$ cat config.mk
export PLATFORM = sky130hd
export DESIGN_NAME = msort_ram
export DESIGN_NICKNAME = d
export VERILOG_FILES = /design/src/hw/rtl/msort_ram.sv
export SDC_FILE = /design/constraint.sdc
export NUM_CORES = 2
export LEC_CHECK = 0
export ABC_AREA = 1
export BUFFER_PORTS_ARGS = -buffer_cell sky130_fd_sc_hd__buf_2
export CORE_MARGIN = 5
export CORE_UTILIZATION = 30
export DETAILED_ROUTE_END_ITERATION = 6
export PLACE_DENSITY = 0.43
export REMOVE_ABC_BUFFERS = 1
export SYNTH_ARGS = -nofsm -noshare
export SYNTH_HDL_FRONTEND = slang
export SYNTH_SLANG_ARGS = --single-unit
$ cat constraint.sdc
create_clock -name clock -period 9.9 [get_ports clock]
set_clock_uncertainty 0.1 [all_clocks]
set_input_delay 1.98 -clock clock [delete_from_list [all_inputs] [get_ports clock]]
set_output_delay 1.98 -clock clock [all_outputs]
set_load 0.1 [all_outputs]
$ cat src/hw/rtl/msort_ram.sv
// msort_ram: generic simple dual-port ram, one write port, two read ports
// read data registered, no reset on the array
// no dependencies
`timescale 1ns / 1ps
`default_nettype none

module msort_ram #(
   parameter int WIDTH = 32,
   parameter int DEPTH = 64
) (
   input  wire logic                     clock,
   input  wire logic                     wr_en,
   input  wire logic [$clog2(DEPTH)-1:0] wr_addr,
   input  wire logic [WIDTH-1:0]         wr_data,
   input  wire logic [$clog2(DEPTH)-1:0] rd_addr0,
   input  wire logic [$clog2(DEPTH)-1:0] rd_addr1,
   output logic      [WIDTH-1:0]         rd_data0,
   output logic      [WIDTH-1:0]         rd_data1
);

   logic [WIDTH-1:0] mem [DEPTH];

   // write port and registered read ports
   always_ff @(posedge clock) begin
      if (wr_en) begin
         mem[wr_addr] <= wr_data;
      end
      rd_data0 <= mem[rd_addr0];
      rd_data1 <= mem[rd_addr1];
   end

endmodule

`default_nettype wire

Word level (Yosys, flattened, before mapping)
Memories as Yosys holds them, arrays and structs flattened. A register that Yosys moved wholly into a read port is not among the register bits.
Cells that the tools add are included.
{"block": "classes", "mux": 2}
{"op": "1-bit two-way mux", "count": 2}
{"block": "word_totals", "reg_bits": 0, "ram_bits": 2048, "inputBits": 52, "output_inout_bits": 64, "word_cells": 3, "memories": 1}
{"memory": "mem", "words": 64, "word_bits": 32, "rd": 2, "rd_clocked_by_memory_dff": 2, "write_ports": 1, "line": "21", "source": "logic [WIDTH-1:0] mem [DEPTH];"}

Depth between registers and ports, before layout
{"block": "logic_depth", "word_depth": 2, "depth_mapped": 13, "depth_no_buf": 9}

Worst setup path before layout
Ideal clock, no wire load.
{"block": "synth_timing", "path_type": "input to register", "start": "input port wr_en", "end": "memory mem[48][0] (enable)", "setup_time_ns": 0.502, "arrival_ns": 5.608, "required_time_ns": 9.298, "path_slack_ns": 3.690, "cell_stages": 3, "path_cell_list": "clkbuf_1 nand4_1 nor4_1"}
{"block": "synth_via", "elab_chain_len": 2}
{"element": "start, declared", "line": "12", "source": "input wire logic wr_en,"}
{"element": "1-bit two-way mux", "line": "25", "source": "if (wr_en) begin"}
{"element": "1-bit two-way mux (implied by the code)", "line": "26", "source": "mem[wr_addr] <= wr_data;"}
{"element": "end, declared", "line": "21"}
Every way passes these cells.

==> impl_results.md <==
- Worst Path Buf+Inv: 4
- Syn Inst Count: ~11000
- Crit-path cells: buf_8 > inv_16 > buf_4 > buf_12 > nand2_1 > nand3_1 > nand3_1 > nand3_1 > nand3_1 > nand2_1 > nand2_1 > nand2_1
- Post-cts resize count: 0
- # rows: ~220
- Highest-count cells in the layout ignoring fill and taps: nand2_1 (4498), nand3_1 (3806), edfxtp_1 (2048)
- Core Area: approximately 340000 um2
- Starting density of the core: 30.17%
- # IOs: between 100 and 150
- Die height: 597.8 um
- CTS Buffer Depth: 4
- Fraction of layout cells with a size suffix above 1: about 6.5%
- Post-place setup slack: about 4200 ps
- Max Freq: 0.2041 GHz
- Max-slew violations: 0
- Port Buf Inserts: 115
- Final Power: between 20 and 25 mW
- Fin area: between 100000 and 150000 um2
- Unrepaired setup endpoints after global routing: false
- Residual DRC count: 1
- Clock-pin transition on the worst setup and hold timing paths: 60 ps
- Vias: 89157
- DRT Pass-1 Iters: 7
- HP Class: flip-flop to flip-flop
- CP peak stage delay: 700 ps
- Status: finished, violations left
- Post-Syn Area per Cell: a little over 9 um2
- DRT antenna net count: 0
- Worst path slowest cell: buf_4
- CP max FO: 157
- CTS Sinks: approximately 2100
- Slew @ Worst Pin: around 1300 ps
- Pwr per Cell Area: roughly 190 nW/um2
- Mapped cell area: between 100000 and 150000 um2
- CP Data Arrival Time: 5600 ps
- Root Driver: clkbuf_16
- Fin worst setup slack: 5001 ps
- Critical path class: input port to flip-flop
- Peak supply drop: about 110 uV
- CP top delay family: buffers and inverters
- Endpoints failing hold: 0
- Congestion Overflow GR: 0
- Num CTS Buffers: 267
- YS warnings: 0
- WHS: 732.0 ps
- Most common cell after layout, fill and taps aside: nand2_1
- Antenna violations before repair: 31
- Placed inst area: 107900 um2
- Htree depth: 5
- Leak: around 43 nW
- Tmin final: roughly 5000 ps
- Final Wtd Congestion: around 0.81
- Final core utilization: roughly a third
- Final Net Count: 11139
- Vias in the first global route: 85476
- Register area share after synthesis: 60.57%
- Die X: 597.8 um
- Avg WL per Cell: ~30 um
- Detailed Place HPWL: 233900 um
- Library cells used by synthesis: 16
- FILL cells: about 34000
- Failing checks: DRC
- Crit start category: input port
- MaxCap Viol Count: 0
- Global Route Usage Sum: 25.25%
- WP data required: 10610 ps
- FF+latch count, synth: 2112
- Tcrit/Tclk final: 49.49%
- CTS tree: done
- Setup bufs post-CTS: 0
- Layout Cells excl Fill: around 16000
- Post-CTS Hold Buffers: 0
- Final Setup Violations: 0
- Dpl cells: 15375
- Die area: 357400 um2
- DRT iter0 DRCs: 10774
- Skew-Pair Late Insertion Delay: between 800 and 900 ps
- Crit. End Element: flip-flop
- WL final: 468400 um
- Vias per cell: 5.617
- Area growth syn-to-layout: 12.13%
- Setup TNS: 0 ps
- First-pass GRT wire length: 654700 um
- Pin count of the biggest net entering global routing: between 150 and 200
- Slew headroom: 10.03%
final cells by class:
cell class / count / area, um2 / share of cell area [%]
clock buffers: 380 / 7416 / 6.381
well taps: 4557 / 5702 / 4.906
flip-flops and latches: 2112 / 62780 / 54.02
repair buffers: 311 / 2520 / 2.168
clock inverters: 104 / 898.4 / 0.7730
inverters: 18 / 157.7 / 0.1356
diodes: 13 / 32.53 / 0.02799
multi-input cells: 8377 / 36720 / 31.59
layer usage:
metal  up-vias  share of wire, %  GRT usage (%)
met4         6               4.9          11.41
met1     44142                42          34.23
met3       981               8.2          3.558
met2      5103                45          40.17
li1      38925                 -              -
met5         -            0.0083              0
tightest hold or removal path: stages, from the launching register on:
cell	delay, ps
edfxtp_1	340
nand2_1	60
nand3_1	70
nand3_1	60
nand3_1	60
nand3_1	60
nand2_1	70
nand2_1	60
nand2_1	50
synthesized netlist by cell type (all sizes together):
cell type	count	share of area (%)
nor2	56	0.20
edfxtp	2048	59
dfxtp	64	1.2
nand3	3806	18
buf	723	3.8
nand4	9	0.054
nand2	4498	16
nor4	8	0.048
inv	18	0.070
clkbuf	171	0.62
logic make-up after synthesis:
group         after synthesis  synth area share [%]
simple gates             8377                 34.97
flops                    2112                 60.57
buf+inv                   912                 4.464
report_power, final:
group	switching, mW	internal (mW)
logic	1.83	0.494
registers	0.0532	9.90
clock network	4.01	5.46
total	5.90	15.9
state kept, by name, summed over array words and instances, names as in the netlist:
register	cells
mem	2048
rd_data1	32
rd_data0	32
path summary, 6_finish.rpt:
path	startpoint	endpoint	slack, ps	cells after the start
min	mem[19][0]	rd_data1[0]	730	8
min reg2reg	mem[19][0]	rd_data1[0]	730	8
max	rd_addr1[0]	rd_data1[11]	5000	12
max reg2reg	mem[15][11]	rd_data0[11]	8120	8
(Power assumes the default switching activity.)
